`src/sv/sts_pkg.sv`:
```
`timescale 1ns / 1ps
// Shared types and constants of the selection text serializer.
package sts_pkg;

  localparam int unsigned MAX_COLUMNS_DEF = 1024;
  localparam int unsigned MAX_ROWS_DEF = 65536;
  localparam int unsigned PENDING_LIMIT = 1024;
  localparam int unsigned CMD_DEPTH = 2;
  localparam int unsigned NUM_SLOTS = 6;

  localparam logic [2:0] SLOT_FLUSH = 3'd0;
  localparam logic [2:0] SLOT_LEAD = 3'd1;
  localparam logic [2:0] SLOT_LINE = 3'd5;

  localparam logic [7:0] BYTE_SPACE = 8'h20;
  localparam logic [7:0] BYTE_NEWLINE = 8'h0A;
  localparam logic [7:0] BYTE_NONE = 8'h00;

  typedef enum logic [2:0] {
    REG_ACTIVE    = 3'd0,
    REG_FIRST_ROW = 3'd1,
    REG_FIRST_COL = 3'd2,
    REG_LAST_ROW  = 3'd3,
    REG_LAST_COL  = 3'd4
  } cfg_reg_e;

  typedef struct packed {
    logic        active;
    logic [15:0] first_row;
    logic [9:0]  first_column;
    logic [15:0] last_row;
    logic [9:0]  last_column;
  } sel_cfg_t;

  typedef struct packed {
    logic [10:0]          flush_count;
    logic [3:0][7:0]      utf8;
    logic [NUM_SLOTS-1:0] slots;
    logic                 text_final;
  } cmd_t;

endpackage

```
`src/sv/selection_text_serializer_top.sv`:
```
`timescale 1ns / 1ps
// Top level of the selection text serializer: configuration registers and wiring.
//
//   Channel  Handshake                 Payload
//   ------   ------------------------  ----------------------------------------------
//   cells    push / full               row_index_i .. no_cell_i
//   text     empty / pop               out_byte_o, repeat_count_o, text_end_o
//   config   cfg_valid_i / cfg_ready_o cfg_index_i, cfg_data_i
//
// A cell is taken in every cycle in which the two-entry command queue has room.
// The result sequencer sends one beat per cycle unless a stalled pop holds it, and
// a cell causes up to six beats, stepped out by the back end.
// A cell's first beat passes the queue entry, command register and output register.
// Reset clears the selection registers, the held space count, the queue and the
// output valid flag. A stalled pop holds the output beat and backs up into full.
module selection_text_serializer_top #(
  parameter int unsigned MAX_COLUMNS = sts_pkg::MAX_COLUMNS_DEF,
  parameter int unsigned MAX_ROWS = sts_pkg::MAX_ROWS_DEF
) (
  input  logic        clk_i,
  input  logic        rst_ni,
  input  logic        push,
  output logic        full,
  input  logic [15:0] row_index_i,
  input  logic [9:0]  column_index_i,
  input  logic [10:0] line_width_i,
  input  logic [20:0] glyph_code_i,
  input  logic        wide_half_i,
  input  logic        row_wrapped_i,
  input  logic        row_end_i,
  input  logic        no_cell_i,
  output logic        empty,
  input  logic        pop,
  output logic [7:0]  out_byte_o,
  output logic [10:0] repeat_count_o,
  output logic        text_end_o,
  input  logic        cfg_valid_i,
  output logic        cfg_ready_o,
  input  logic [2:0]  cfg_index_i,
  input  logic [15:0] cfg_data_i
);
  import sts_pkg::*;

  sel_cfg_t cfg_q;
  cmd_t     front_cmd, head_cmd;
  logic     cmd_push, cmd_full, cmd_pop, cmd_empty;

  assign cfg_ready_o = 1'b1;
  assign full = cmd_full;

  always_ff @(posedge clk_i or negedge rst_ni) begin
    if (!rst_ni) begin
      cfg_q <= '0;
    end else if (cfg_valid_i && cfg_ready_o) begin
      unique case (cfg_reg_e'(cfg_index_i))
        REG_ACTIVE:    cfg_q.active <= cfg_data_i[0];
        REG_FIRST_ROW: cfg_q.first_row <= cfg_data_i;
        REG_FIRST_COL: cfg_q.first_column <= cfg_data_i[9:0];
        REG_LAST_ROW:  cfg_q.last_row <= cfg_data_i;
        REG_LAST_COL:  cfg_q.last_column <= cfg_data_i[9:0];
        default: ;
      endcase
    end
  end

  sts_front #(
    .MAX_COLUMNS(MAX_COLUMNS),
    .MAX_ROWS   (MAX_ROWS)
  ) u_front (
    .clk_i         (clk_i),
    .rst_ni        (rst_ni),
    .cfg_i         (cfg_q),
    .item_valid_i  (push),
    .row_index_i   (row_index_i),
    .column_index_i(column_index_i),
    .line_width_i  (line_width_i),
    .glyph_code_i  (glyph_code_i),
    .wide_half_i   (wide_half_i),
    .row_wrapped_i (row_wrapped_i),
    .row_end_i     (row_end_i),
    .no_cell_i     (no_cell_i),
    .cmd_full_i    (cmd_full),
    .cmd_push_o    (cmd_push),
    .cmd_o         (front_cmd)
  );

  sts_cmd_fifo u_fifo (
    .clk_i  (clk_i),
    .rst_ni (rst_ni),
    .push_i (cmd_push),
    .data_i (front_cmd),
    .full_o (cmd_full),
    .pop_i  (cmd_pop),
    .empty_o(cmd_empty),
    .data_o (head_cmd)
  );

  sts_back u_back (
    .clk_i         (clk_i),
    .rst_ni        (rst_ni),
    .cmd_empty_i   (cmd_empty),
    .cmd_i         (head_cmd),
    .cmd_pop_o     (cmd_pop),
    .empty_o       (empty),
    .pop_i         (pop),
    .out_byte_o    (out_byte_o),
    .repeat_count_o(repeat_count_o),
    .text_end_o    (text_end_o)
  );

  // The front end never offers a command to a full queue.
  assert property (@(posedge clk_i) disable iff (!rst_ni) !(cmd_push && cmd_full))
    else $error("command pushed into a full queue");

  // The sequencer never takes a command from an empty queue.
  assert property (@(posedge clk_i) disable iff (!rst_ni) !(cmd_pop && cmd_empty))
    else $error("command taken from an empty queue");

  // A zero count appears only on the empty end marker.
  assert property (@(posedge clk_i) disable iff (!rst_ni)
    (!empty && repeat_count_o == 11'd0) |-> (text_end_o && out_byte_o == BYTE_NONE))
    else $error("zero repeat count outside the end marker");

  // Only held spaces are sent with a repeat count above one.
  assert property (@(posedge clk_i) disable iff (!rst_ni)
    (!empty && repeat_count_o > 11'd1) |-> (out_byte_o == BYTE_SPACE))
    else $error("repeated beat that is not a space");

endmodule

```
`src/sv/sts_front.sv`:
```
`timescale 1ns / 1ps
// Front end: selects cells, tracks held spaces and encodes UTF-8 into commands.
module sts_front #(
  parameter int unsigned MAX_COLUMNS = sts_pkg::MAX_COLUMNS_DEF,
  parameter int unsigned MAX_ROWS = sts_pkg::MAX_ROWS_DEF
) (
  input  logic              clk_i,
  input  logic              rst_ni,
  input  sts_pkg::sel_cfg_t cfg_i,
  input  logic              item_valid_i,
  input  logic [15:0]       row_index_i,
  input  logic [9:0]        column_index_i,
  input  logic [10:0]       line_width_i,
  input  logic [20:0]       glyph_code_i,
  input  logic              wide_half_i,
  input  logic              row_wrapped_i,
  input  logic              row_end_i,
  input  logic              no_cell_i,
  input  logic              cmd_full_i,
  output logic              cmd_push_o,
  output sts_pkg::cmd_t     cmd_o
);
  import sts_pkg::*;

  logic [10:0] pending_q, pending_d, pending_inc, pending_mid;
  logic        accept, in_rows, is_first, is_last, kept, is_space;
  logic        kept_char, kept_space, at_line_end, newline, text_final;
  logic [10:0] flush;
  logic [3:0]  utf8_mask;
  logic [3:0][7:0] utf8;

  assign accept = item_valid_i && !cmd_full_i;
  assign is_first = (row_index_i == cfg_i.first_row);
  assign is_last = (row_index_i == cfg_i.last_row);
  assign in_rows = cfg_i.active && (row_index_i >= cfg_i.first_row) &&
                   (row_index_i <= cfg_i.last_row) && (32'(row_index_i) < MAX_ROWS);

  assign kept = !no_cell_i && !wide_half_i &&
                (!is_first || (column_index_i >= cfg_i.first_column)) &&
                ({1'b0, column_index_i} < line_width_i) &&
                (32'(column_index_i) < MAX_COLUMNS) &&
                (!is_last || (column_index_i <= cfg_i.last_column));
  assign is_space = (glyph_code_i == 21'd0) || (glyph_code_i == 21'(BYTE_SPACE));
  assign kept_char = kept && !is_space;
  assign kept_space = kept && is_space;

  assign at_line_end = !(is_last &&
                         (32'(cfg_i.last_column) + 32'd1 < 32'(line_width_i)) &&
                         (32'(cfg_i.last_column) + 32'd1 < MAX_COLUMNS));

  assign pending_inc = (pending_q < 11'(PENDING_LIMIT)) ? pending_q + 11'd1 : pending_q;
  assign pending_mid = kept_char ? 11'd0 : (kept_space ? pending_inc : pending_q);

  always_comb begin
    if (kept_char) begin
      flush = pending_q;
    end else if (row_end_i && !at_line_end) begin
      flush = pending_mid;
    end else begin
      flush = 11'd0;
    end
  end

  always_comb begin
    pending_d = pending_q;
    if (accept && in_rows) begin
      pending_d = row_end_i ? 11'd0 : pending_mid;
    end
  end

  assign newline = row_end_i && !is_last && !row_wrapped_i;
  assign text_final = row_end_i && is_last;

  assign utf8_mask = {glyph_code_i >= 21'h10000, glyph_code_i >= 21'h800,
                      glyph_code_i >= 21'h80, 1'b1};

  always_comb begin
    utf8 = '0;
    if (glyph_code_i < 21'h80) begin
      utf8[0] = glyph_code_i[7:0];
    end else if (glyph_code_i < 21'h800) begin
      utf8[0] = 8'hC0 | {3'b000, glyph_code_i[10:6]};
      utf8[1] = 8'h80 | {2'b00, glyph_code_i[5:0]};
    end else if (glyph_code_i < 21'h10000) begin
      utf8[0] = 8'hE0 | {4'b0000, glyph_code_i[15:12]};
      utf8[1] = 8'h80 | {2'b00, glyph_code_i[11:6]};
      utf8[2] = 8'h80 | {2'b00, glyph_code_i[5:0]};
    end else begin
      utf8[0] = 8'hF0 | {5'b00000, glyph_code_i[20:18]};
      utf8[1] = 8'h80 | {2'b00, glyph_code_i[17:12]};
      utf8[2] = 8'h80 | {2'b00, glyph_code_i[11:6]};
      utf8[3] = 8'h80 | {2'b00, glyph_code_i[5:0]};
    end
  end

  always_comb begin
    cmd_o.flush_count = flush;
    cmd_o.utf8 = utf8;
    cmd_o.text_final = text_final;
    cmd_o.slots[SLOT_FLUSH] = (flush != 11'd0);
    cmd_o.slots[4:1] = kept_char ? utf8_mask : 4'b0000;
    cmd_o.slots[SLOT_LINE] = newline || (text_final && (flush == 11'd0) && !kept_char);
  end

  assign cmd_push_o = accept && in_rows && (cmd_o.slots != '0);

  always_ff @(posedge clk_i or negedge rst_ni) begin
    if (!rst_ni) begin
      pending_q <= 11'd0;
    end else begin
      pending_q <= pending_d;
    end
  end

endmodule

```
`src/sv/sts_cmd_fifo.sv`:
```
`timescale 1ns / 1ps
// Short command queue between the front end and the result sequencer.
module sts_cmd_fifo (
  input  logic          clk_i,
  input  logic          rst_ni,
  input  logic          push_i,
  input  sts_pkg::cmd_t data_i,
  output logic          full_o,
  input  logic          pop_i,
  output logic          empty_o,
  output sts_pkg::cmd_t data_o
);
  import sts_pkg::*;

  localparam int unsigned AW = (CMD_DEPTH > 1) ? $clog2(CMD_DEPTH) : 1;
  localparam int unsigned CW = $clog2(CMD_DEPTH + 1);

  cmd_t          entries_q [CMD_DEPTH];
  logic [AW-1:0] wr_ptr_q, rd_ptr_q;
  logic [CW-1:0] count_q;
  logic          do_push, do_pop;

  assign full_o = (count_q == CW'(CMD_DEPTH));
  assign empty_o = (count_q == '0);
  assign do_push = push_i && !full_o;
  assign do_pop = pop_i && !empty_o;
  assign data_o = entries_q[rd_ptr_q];

  always_ff @(posedge clk_i) begin
    if (do_push) begin
      entries_q[wr_ptr_q] <= data_i;
    end
  end

  always_ff @(posedge clk_i or negedge rst_ni) begin
    if (!rst_ni) begin
      wr_ptr_q <= '0;
      rd_ptr_q <= '0;
      count_q <= '0;
    end else begin
      if (do_push) begin
        wr_ptr_q <= (wr_ptr_q == AW'(CMD_DEPTH - 1)) ? '0 : wr_ptr_q + AW'(1);
      end
      if (do_pop) begin
        rd_ptr_q <= (rd_ptr_q == AW'(CMD_DEPTH - 1)) ? '0 : rd_ptr_q + AW'(1);
      end
      if (do_push && !do_pop) begin
        count_q <= count_q + CW'(1);
      end else if (do_pop && !do_push) begin
        count_q <= count_q - CW'(1);
      end
    end
  end

endmodule

```
`src/sv/sts_back.sv`:
```
`timescale 1ns / 1ps
// Back end: steps through the result slots of each command into an output register.
module sts_back (
  input  logic          clk_i,
  input  logic          rst_ni,
  input  logic          cmd_empty_i,
  input  sts_pkg::cmd_t cmd_i,
  output logic          cmd_pop_o,
  output logic          empty_o,
  input  logic          pop_i,
  output logic [7:0]    out_byte_o,
  output logic [10:0]   repeat_count_o,
  output logic          text_end_o
);
  import sts_pkg::*;

  cmd_t                 cmd_q;
  logic [NUM_SLOTS-1:0] mask_q, rest;
  logic [2:0]           idx;
  logic                 found, out_valid_q, advance, load;
  logic [7:0]           byte_d;
  logic [10:0]          count_d;

  always_comb begin
    idx = SLOT_FLUSH;
    found = 1'b0;
    for (int k = 0; k < NUM_SLOTS; k++) begin
      if (mask_q[k] && !found) begin
        idx = 3'(k);
        found = 1'b1;
      end
    end
  end

  assign rest = mask_q & ~(NUM_SLOTS'(1) << idx);

  always_comb begin
    case (idx)
      SLOT_FLUSH: begin
        byte_d = BYTE_SPACE;
        count_d = cmd_q.flush_count;
      end
      SLOT_LINE: begin
        byte_d = cmd_q.text_final ? BYTE_NONE : BYTE_NEWLINE;
        count_d = cmd_q.text_final ? 11'd0 : 11'd1;
      end
      default: begin
        byte_d = cmd_q.utf8[2'(idx - SLOT_LEAD)];
        count_d = 11'd1;
      end
    endcase
  end

  assign advance = (mask_q != '0) && (!out_valid_q || pop_i);
  assign load = ((mask_q == '0) || (advance && (rest == '0))) && !cmd_empty_i;
  assign cmd_pop_o = load;
  assign empty_o = !out_valid_q;

  always_ff @(posedge clk_i) begin
    if (load) begin
      cmd_q <= cmd_i;
    end
    if (advance) begin
      out_byte_o <= byte_d;
      repeat_count_o <= count_d;
      text_end_o <= cmd_q.text_final && (rest == '0);
    end
  end

  always_ff @(posedge clk_i or negedge rst_ni) begin
    if (!rst_ni) begin
      mask_q <= '0;
      out_valid_q <= 1'b0;
    end else begin
      if (load) begin
        mask_q <= cmd_i.slots;
      end else if (advance) begin
        mask_q <= rest;
      end
      if (advance) begin
        out_valid_q <= 1'b1;
      end else if (pop_i) begin
        out_valid_q <= 1'b0;
      end
    end
  end

endmodule

```
`config.mk`:
```
export PLATFORM = sky130hd
export DESIGN_NAME = selection_text_serializer_top
export DESIGN_NICKNAME = d
export VERILOG_FILES = /design/src/sv/sts_pkg.sv /design/src/sv/selection_text_serializer_top.sv /design/src/sv/sts_front.sv /design/src/sv/sts_cmd_fifo.sv /design/src/sv/sts_back.sv
export SDC_FILE = /design/constraint.sdc
export NUM_CORES = 1
export LEC_CHECK = 0
export ABC_AREA = 0
export BUFFER_PORTS_ARGS = -buffer_cell sky130_fd_sc_hd__buf_2
export CAP_MARGIN = 0
export CORE_MARGIN = 5
export CORE_UTILIZATION = 60
export CTS_CLUSTER_SIZE = 30
export DETAILED_ROUTE_END_ITERATION = 10
export PLACE_DENSITY_LB_ADDON = 0.15
export SETUP_SLACK_MARGIN = 0.05
export SYNTH_ARGS = -nofsm -noshare
export SYNTH_HDL_FRONTEND = slang
export SYNTH_SLANG_ARGS = --single-unit
```
`constraint.sdc`:
```
create_clock -name clk_i -period 6.3 [get_ports clk_i]
set_clock_uncertainty 0.1 [all_clocks]
set_input_delay 1.26 -clock clk_i [delete_from_list [all_inputs] [get_ports clk_i]]
set_output_delay 1.26 -clock clk_i [all_outputs]
set_load 0.03 [all_outputs]
```
==> metrics, run 1 <==
DRC violation total after the first TritonRoute iteration=414; antenna violations before repair=0; relative area change from synthesis to final layout=13.6%; launch instance of the worst register-to-register path=cfg_q[12]; placed cells=1,344; worst-path maximum fanout=34; number of sinks on the clock net=230; Std-Cell Core Area=19,300 µm²; clock buffer depth=3; min-delay src=cfg_q[24]; Routed WL=24.5 mm; Period Utilization, post-route=74.5%; Hold/Removal Path Class=register to register; worst reg-to-reg setup slack=2110 ps; clock period minus final worst setup slack=4690 ps; category of the worst setup path launch point=input port; number of input and output port buffers inserted=107; total power of the final layout=0.00492 W; proportion of register bits with asynchronous set or reset after synthesis=32.6%; clock transition at the registers of the reported paths=60 ps; die span in x=150 µm; total number of yosys warnings=0; biggest area consumer among synthesized cells=sky130_fd_sc_hd__edfxtp_1; relative slew slack=25.1%; total congestion overflow=0; largest net degree at the start of global routing=76; ratio of total power to cell area=370 nW/µm²; number of top-level pins=109; routed via count=8,016; global-route total usage across every layer=22.4%; worst hold path endpoint=cfg_q[24]; setup fix buffers added after clock tree synthesis=0; r2r endpoint=u_fifo.entries_q[0][46]; floorplan die area=22,400 µm²; leakage=5.46 nW; number of global-route vias before repair=8,037; DRT antenna net count=0; hold violation total from the final report=0; NumNets Final=1,269; post-CTS resize count=0; depth of the most critical reg-to-reg path=12; Worst EP arrival=4750 ps; required time at the endpoint of the critical path=6350 ps; max capacitance violation total=0; startpoint-to-endpoint class of the critical path=input port to register; Critical Path End Type=register; CTS tree=done; clock buffers created by TritonCTS=24; # setup viols final=0; final routed DRC violation total=0; placed inst area=12,500 µm²; synthesized area=11,700 µm²; total non-filler cell area in the finished layout=13,300 µm²; number of synthesized flops with an enable pin=155; VDD IR-drop max=0.000204 V; Hold Crit Depth=1; Mapped Cells=1,000; count of hold-fix buffers inserted at cts=0; insertion delay to the later sink of the worst-skew pair=500 ps; die boundary height=150 µm; share of post-route cells with drive strength above 1=21.2%; Vias/cell=5.78; Synthesized Nets=1,164; RSZ-0062 raised after global routing=no; final std cells w/o fill=1,388; timing-limited maximum frequency=0.213 GHz; count of antenna diodes in the layout=0; measured slew at the worst slew-check pin=1120 ps; Final Slew Violations=0; Seq/Total Area, Yosys=55.8%; sum of negative setup slack=0 ps; initial core utilization=60.6%; proportion of netlist area held by the largest area contributor=39.7%; HPWL reported at the end of detailed placement=17.8 mm; number of cell rows=51; Wirelength per Cell=17.6 µm; Root Driver=sky130_fd_sc_hd__clkbuf_16; Final GP Congestion=0.915; #FFs+latches synth=230; count of distinct cell types in the synthesized netlist=69; leading post-synthesis cells by cell area=sky130_fd_sc_hd__edfxtp_1 40%, sky130_fd_sc_hd__dfrtp_1 16%, sky130_fd_sc_hd__ha_1 8.3%; tightest hold margin=410 ps; H-tree Lvls=1; first-pass GRT wire length=40.4 mm; Primary FF master, synth=sky130_fd_sc_hd__edfxtp_1; Mean Syn Cell Area=11.7 µm²; number of optimization iterations in the first detailed-route pass=5; result of the run=finished, final reports clean
kinds of logic after synthesis:
family | count (synthesis) | share of synthesized area (%)
xor+xnor | 13 | 0.972
buf+inv | 124 | 4.12
other cells | 1 | 0.0320
fa+ha+maj | 78 | 8.33
compound gates | 201 | 10.8
simple gates | 279 | 12.3
flops | 230 | 55.8
mux | 74 | 7.72
power by group:
| part | total [W] | internal (W) | switching, W |
|---|---|---|---|
| Clock | 0.00140 | 0.000848 | 0.000553 |
| Sequential | 0.00217 | 0.00199 | 0.000179 |
| Combinational | 0.00135 | 0.000588 | 0.000764 |
| Total | 0.00492 | 0.00343 | 0.00150 |
layout make-up:
type | instances | area [µm²]
Clock buffer | 30 | 644
Sequential cell | 230 | 6530
Tap cell | 265 | 332
Multi-Input combinational cell | 646 | 4710
Inverter | 86 | 323
Timing Repair Buffer | 117 | 613
Clock inverter | 14 | 149
Fill cell | 1433 | 6030
state kept, by name, indices dropped and copies added, names as in the netlist:
name                   flops
cfg_q                     53
u_back.cmd_q              41
u_back.mask_q              6
u_back.out_byte_o          8
u_back.out_valid_q         1
u_back.repeat_count_o     11
u_back.text_end_o          1
u_fifo.count_q             2
u_fifo.entries_q          94
u_fifo.rd_ptr_q            1
u_fifo.wr_ptr_q            1
u_front.pending_q         11
metal layers:
metal  GRT usage [%]  vias up  wire [µm]
li1                -     3882          -
met1            29.7     3811      10300
met2            38.9      285      12100
met3            3.54       38       1560
met4            5.35        0        529
met5               0        -          0
worst max-delay path: stages:
cell                        delay [ps]
sky130_fd_sc_hd__buf_2             110
sky130_fd_sc_hd__ha_1              310
sky130_fd_sc_hd__nand4_1           220
sky130_fd_sc_hd__nor3_1             70
sky130_fd_sc_hd__a2111oi_0         370
sky130_fd_sc_hd__o21ai_0           150
sky130_fd_sc_hd__o211ai_1          110
sky130_fd_sc_hd__o211ai_1          110
sky130_fd_sc_hd__a221o_1           610
sky130_fd_sc_hd__a21oi_1           430
sky130_fd_sc_hd__nor2b_4           480
sky130_fd_sc_hd__buf_4             480
worst max path at each step:
stage / endpoint / from / cells past startpoint
2_1_floorplan: u_fifo.entries_q[0][0] / column_index_i[1] / 8
4_1_cts: u_fifo.entries_q[0][9] / row_index_i[2] / 12
3_3_place_gp: u_fifo.entries_q[0][45] / row_index_i[2] / 12
5_1_grt: u_fifo.entries_q[0][46] / row_index_i[2] / 12
6_report: u_fifo.entries_q[0][46] / row_index_i[2] / 12
3_5_place_dp: u_fifo.entries_q[0][45] / row_index_i[2] / 12
synth_stat cells (all sizes together) (10+ instances only):
cell,n
and2,19
mux2,61
nand4,21
inv,85
a21o,10
nor3,18
nor4,11
dfrtp,75
ha,78
nor2b,14
nand2,90
nor2,43
clkbuf,30
edfxtp,155
a21oi,40
nand3,20
o21ai,77
layout by cell type (no fill, tap or decap), types with 5 or more instances in the layout:
| cell | n |
|---|---|
| sky130_fd_sc_hd__xnor2_1 | 9 |
| sky130_fd_sc_hd__o22ai_1 | 7 |
| sky130_fd_sc_hd__nor2b_1 | 13 |
| sky130_fd_sc_hd__o21ai_0 | 77 |
| sky130_fd_sc_hd__nor4_1 | 10 |
| sky130_fd_sc_hd__clkbuf_16 | 25 |
| sky130_fd_sc_hd__a21o_1 | 10 |
| sky130_fd_sc_hd__nor2_1 | 41 |
| sky130_fd_sc_hd__inv_1 | 85 |
| sky130_fd_sc_hd__nor3_1 | 18 |
| sky130_fd_sc_hd__nor3b_1 | 6 |
| sky130_fd_sc_hd__ha_1 | 78 |
| sky130_fd_sc_hd__buf_4 | 11 |
| sky130_fd_sc_hd__a21oi_1 | 40 |
| sky130_fd_sc_hd__mux2_2 | 61 |
| sky130_fd_sc_hd__or2_2 | 5 |
| sky130_fd_sc_hd__and3_1 | 5 |
| sky130_fd_sc_hd__o211ai_1 | 9 |
| sky130_fd_sc_hd__edfxtp_1 | 155 |
| sky130_fd_sc_hd__and2_1 | 18 |
| sky130_fd_sc_hd__nand2_1 | 90 |
| sky130_fd_sc_hd__mux4_2 | 7 |
| sky130_fd_sc_hd__a31oi_1 | 7 |
| sky130_fd_sc_hd__nand4_1 | 20 |
| sky130_fd_sc_hd__a22o_1 | 7 |
| sky130_fd_sc_hd__dfrtp_1 | 74 |
| sky130_fd_sc_hd__nand3_1 | 20 |
| sky130_fd_sc_hd__buf_2 | 106 |
| sky130_fd_sc_hd__clkinv_2 | 5 |
| sky130_fd_sc_hd__clkbuf_1 | 5 |
| sky130_fd_sc_hd__a211oi_1 | 5 |
| sky130_fd_sc_hd__nand2b_1 | 9 |
| sky130_fd_sc_hd__a22oi_1 | 8 |
| sky130_fd_sc_hd__mux2i_1 | 6 |
per-stage QoR:
step,setup WS [ps],util (%)
after floorplan,460,-
after global placement,1290,64.7
after detailed placement,1180,64.7
after CTS,1680,68.8
after global routing,1270,68.8
final,1610,68.8
(Power assumes the default switching activity.)
==> inputs of run 2 (changes only) <==
--- a/config.mk
+++ b/config.mk
@@ -5,7 +5,7 @@
 export SDC_FILE = /design/constraint.sdc
 export NUM_CORES = 1
 export LEC_CHECK = 0
-export ABC_AREA = 0
+export ABC_AREA = 1
 export BUFFER_PORTS_ARGS = -buffer_cell sky130_fd_sc_hd__buf_2
 export CAP_MARGIN = 0
 export CORE_MARGIN = 5
==> constraint.sdc (replaced) <==
create_clock -name clk_i -period 4.6 [get_ports clk_i]
set_clock_uncertainty 0.1 [all_clocks]
set_input_delay 0.92 -clock clk_i [delete_from_list [all_inputs] [get_ports clk_i]]
set_output_delay 0.92 -clock clk_i [all_outputs]
set_load 0.03 [all_outputs]
==> metrics, run 2 <==
result of the run=finished, final reports clean; switching power share of the total=36.7% (+6.3 points); most frequent standard cell in the layout excluding fill and tap cells=sky130_fd_sc_hd__nand2_1; measured slew at the worst slew-check pin=1110 ps (-15.2 ps); # setup viols final=0 (unchanged); Synthesized Nets=1,469 (+26%); Largest register FFs=94 (unchanged); Root Driver=sky130_fd_sc_hd__clkbuf_16; number of global-route vias before repair=8,688 (+8.1%); clock period minus final worst setup slack=4110 ps; Final GP Congestion=0.893 (-2.4%); worst-path maximum fanout=8 (-76%); relative slew slack=25.9% (+0.80 points); Mean Syn Cell Area=9.24 µm² (-21%); CTS tree=done; largest registers=u_fifo.entries_q (94), cfg_q (53), u_back.cmd_q (41); Storage cell area=6530 µm² (about the same); Worst EP arrival=4400 ps (-350 ps); clock buffers created by TritonCTS=25 (+4.2%); timing-limited maximum frequency=0.243 GHz; hold violation total from the final report=0 (unchanged); biggest area consumer among synthesized cells=sky130_fd_sc_hd__edfxtp_1; RSZ-0062 raised after global routing=no; synthesized area=12,100 µm² (+3.0%); total number of yosys warnings=0 (unchanged); proportion of register bits with asynchronous set or reset after synthesis=32.6% (unchanged); Vias/cell=5.28 (-8.7%); share of post-route cells with drive strength above 1=15.1% (-6.1 points); largest net degree at the start of global routing=76 (unchanged); clock buffer depth=3 (unchanged); leakage=6.38 nW (+17%); number of optimization iterations in the first detailed-route pass=5 (unchanged); Mapped Cells=1,305 (+31%); total congestion overflow=0 (unchanged); number of cell rows=51 (unchanged); Seq/Total Area, Yosys=54.1% (-1.6 points); die boundary height=152 µm (+1.4%); worst reg-to-reg setup slack=490 ps (-1620 ps); final routed DRC violation total=0 (unchanged); DRT antenna net count=0 (unchanged); Primary FF master, synth=sky130_fd_sc_hd__edfxtp_1; Wirelength per Cell=15.0 µm (-15%); NumNets Final=1,578 (+24%); startpoint-to-endpoint class of the critical path=register to register; launch instance of the worst register-to-register path=cfg_q[0]; Hold Crit Depth=2 (+1); most frequent cells after synthesis=340 x sky130_fd_sc_hd__nand2_1, 183 x sky130_fd_sc_hd__inv_1, 155 x sky130_fd_sc_hd__edfxtp_1; Critical Path End Type=register; tightest hold margin=384 ps (-26.1 ps); NetSw=0.00280 W (+87%); Final Slew Violations=0 (unchanged); leading post-synthesis cells by cell area=sky130_fd_sc_hd__edfxtp_1 39%, sky130_fd_sc_hd__dfrtp_1 16%, sky130_fd_sc_hd__nand2_1 11%; largest reg by FF count=u_fifo.entries_q; Routed met2 length=12.7 mm (+4.8%); end-of-flow core utilization=69.7% (+0.87 points); number of top-level pins=109 (unchanged); highest routed layer=met5; Hold/Removal Path Class=register to register; Std-Cell Core Area=19,700 µm² (+1.6%); #FFs+latches synth=230 (unchanged); relative area change from synthesis to final layout=13.5% (about the same); share of total power in sequential cells=41.1% (-3.0 points); proportion of power drawn by the clock network=25.3% (-3.2 points); number of synthesized flops with an enable pin=155 (unchanged); floorplan die area=23,000 µm² (+2.8%); sum of negative setup slack=0 ps (unchanged); Period Utilization, post-route=89.3%; r2r endpoint=u_fifo.count_q[1]; number of sinks on the clock net=230 (unchanged); VDD IR-drop max=0.000374 V (+83%); HPWL reported at the end of detailed placement=18.6 mm (+4.6%); post-CTS resize count=0 (unchanged); insertion delay to the later sink of the worst-skew pair=520 ps (+20 ps); DRC violation total after the first TritonRoute iteration=654 (+58%); count of hold-fix buffers inserted at cts=0 (unchanged); detailed-routed wire length on met3=1.37 mm (-12%); routed via count=8,958 (+12%); global-route total usage across every layer=21.9% (-0.43 points); dominant cell by count in the synthesized netlist=sky130_fd_sc_hd__nand2_1; die span in x=152 µm (+1.4%); Pint=0.00483 W (+41%); H-tree Lvls=1 (unchanged); depth of the most critical reg-to-reg path=26 (+14); setup fix buffers added after clock tree synthesis=0 (unchanged); Worst Setup EP=u_fifo.count_q[1]; Filler Cell Count=1,564 (+9.1%); first-pass GRT wire length=42.5 mm (+5.2%); max capacitance violation total=0 (unchanged); crit path from=cfg_q[0]; count of antenna diodes in the layout=0 (unchanged); category of the worst setup path launch point=register; antenna violations before repair=1 (+1); ratio of total power to cell area=557 nW/µm² (+50%); count of distinct cell types in the synthesized netlist=53 (-23%); number of input and output port buffers inserted=107 (unchanged); M1 WL=11.1 mm (+7.5%); required time at the endpoint of the critical path=4890 ps (-1460 ps); multi-input gate area in the final layout=4640 µm² (-1.5%); initial core utilization=61.4% (+0.80 points); Routed WL=25.5 mm (+4.3%); commonest non-fill, non-tap cells in the layout=340 x sky130_fd_sc_hd__nand2_1, 183 x sky130_fd_sc_hd__inv_1, 155 x sky130_fd_sc_hd__edfxtp_1; clock transition at the registers of the reported paths=70 ps (about the same); proportion of netlist area held by the largest area contributor=38.6% (-1.2 points); part of the total power dissipated in combinational logic=33.6% (+6.1 points)
run 2: cell count changes in the layout (fill, tap and decap cells not counted), sizes merged, moves of 8 or more:
cell    change
o21ai      +20
nand2b      -9
nand2     +262
and2       -19
a21oi      +12
inv       +109
a21o       -10
nor2       +81
nor4        -9
mux2       -61
nor2b      -14
a22oi       -9
xnor2       -8
nand3      +32
run 2: cell type report:
cell class                      count  share of cell area (%)
Clock inverter                     15                    1.09
Tap cell                          265                    2.42
Multi-Input combinational cell    843                    33.9
Inverter                          198                    5.50
Sequential cell                   230                    47.7
Timing Repair Buffer              116                    4.70
Clock buffer                       31                    4.73
run 2: worst max-delay path, cell delays in order, from the launching register on:
cell and delay [ps]:
sky130_fd_sc_hd__dfrtp_1 440, sky130_fd_sc_hd__nand3_1 140, sky130_fd_sc_hd__nor2_1 110, sky130_fd_sc_hd__nand2_1 70, sky130_fd_sc_hd__nor2_1 90, sky130_fd_sc_hd__inv_1 50
sky130_fd_sc_hd__nor2_1 160, sky130_fd_sc_hd__nand2_1 90, sky130_fd_sc_hd__xor2_1 150, sky130_fd_sc_hd__ha_1 280, sky130_fd_sc_hd__a21oi_1 140, sky130_fd_sc_hd__nor2_1 70
sky130_fd_sc_hd__nor2_1 130, sky130_fd_sc_hd__nand4_1 130, sky130_fd_sc_hd__nor2_2 390, sky130_fd_sc_hd__nand3_1 210, sky130_fd_sc_hd__nand2_1 160, sky130_fd_sc_hd__nor2_2 60
sky130_fd_sc_hd__nand2_2 80, sky130_fd_sc_hd__nor2_4 50, sky130_fd_sc_hd__nand4_2 70, sky130_fd_sc_hd__nand2_2 80, sky130_fd_sc_hd__inv_1 80, sky130_fd_sc_hd__ha_1 240
sky130_fd_sc_hd__a21oi_1 120, sky130_fd_sc_hd__o21ai_0 110, sky130_fd_sc_hd__xor2_1 150
run 2: stage by stage:
step / instances / total power (W) / instance area, µm² / setup WS, ps
2_1_floorplan: 1305 / 0.00497 / 12100 / 213
3_3_place_gp: 1652 / 0.00566 / 12900 / 538
3_5_place_dp: 1652 / 0.00573 / 12900 / 437
4_1_cts: 1698 / 0.00767 / 13700 / 501
5_1_grt: 1698 / 0.00815 / 13700 / 88.4
6_report: 1698 / 0.00762 / 13700 / 492
run 2: worst min-delay path by stage:
| stage | from | endpoint | slack, ps |
|---|---|---|---|
| after global placement | u_fifo.wr_ptr_q | u_fifo.wr_ptr_q | 350 |
| final | cfg_q[49] | cfg_q[49] | 380 |
| after floorplan | u_fifo.wr_ptr_q | u_fifo.wr_ptr_q | 340 |
| after global routing | cfg_q[19] | cfg_q[19] | 410 |
| after detailed placement | cfg_q[50] | cfg_q[50] | 370 |
| after CTS | cfg_q[50] | cfg_q[50] | 390 |
run 2: power groups by stage:
stage               Clock [W]  Sequential, W  Combinational [W]
floorplan                   0        0.00328            0.00168
global placement            0        0.00315            0.00250
detailed placement          0        0.00317            0.00256
CTS                   0.00196        0.00313            0.00258
global route          0.00205        0.00318            0.00292
finish                0.00193        0.00313            0.00256
run 2: cells by family after synthesis:
logic type	after synthesis	synth area share [%]
fa+ha+maj	78	8.09
buf+inv	232	7.48
flops	230	54.1
xor+xnor	12	0.871
other cells	1	0.0311
simple gates	565	20.8
compound gates	187	8.63
run 2: per-layer routing:
metal,GRT usage [%],vias up
met5,0,-
met4,4.32,2
met3,3.07,28
met2,37.6,232
met1,30.3,4180
li1,-,4516
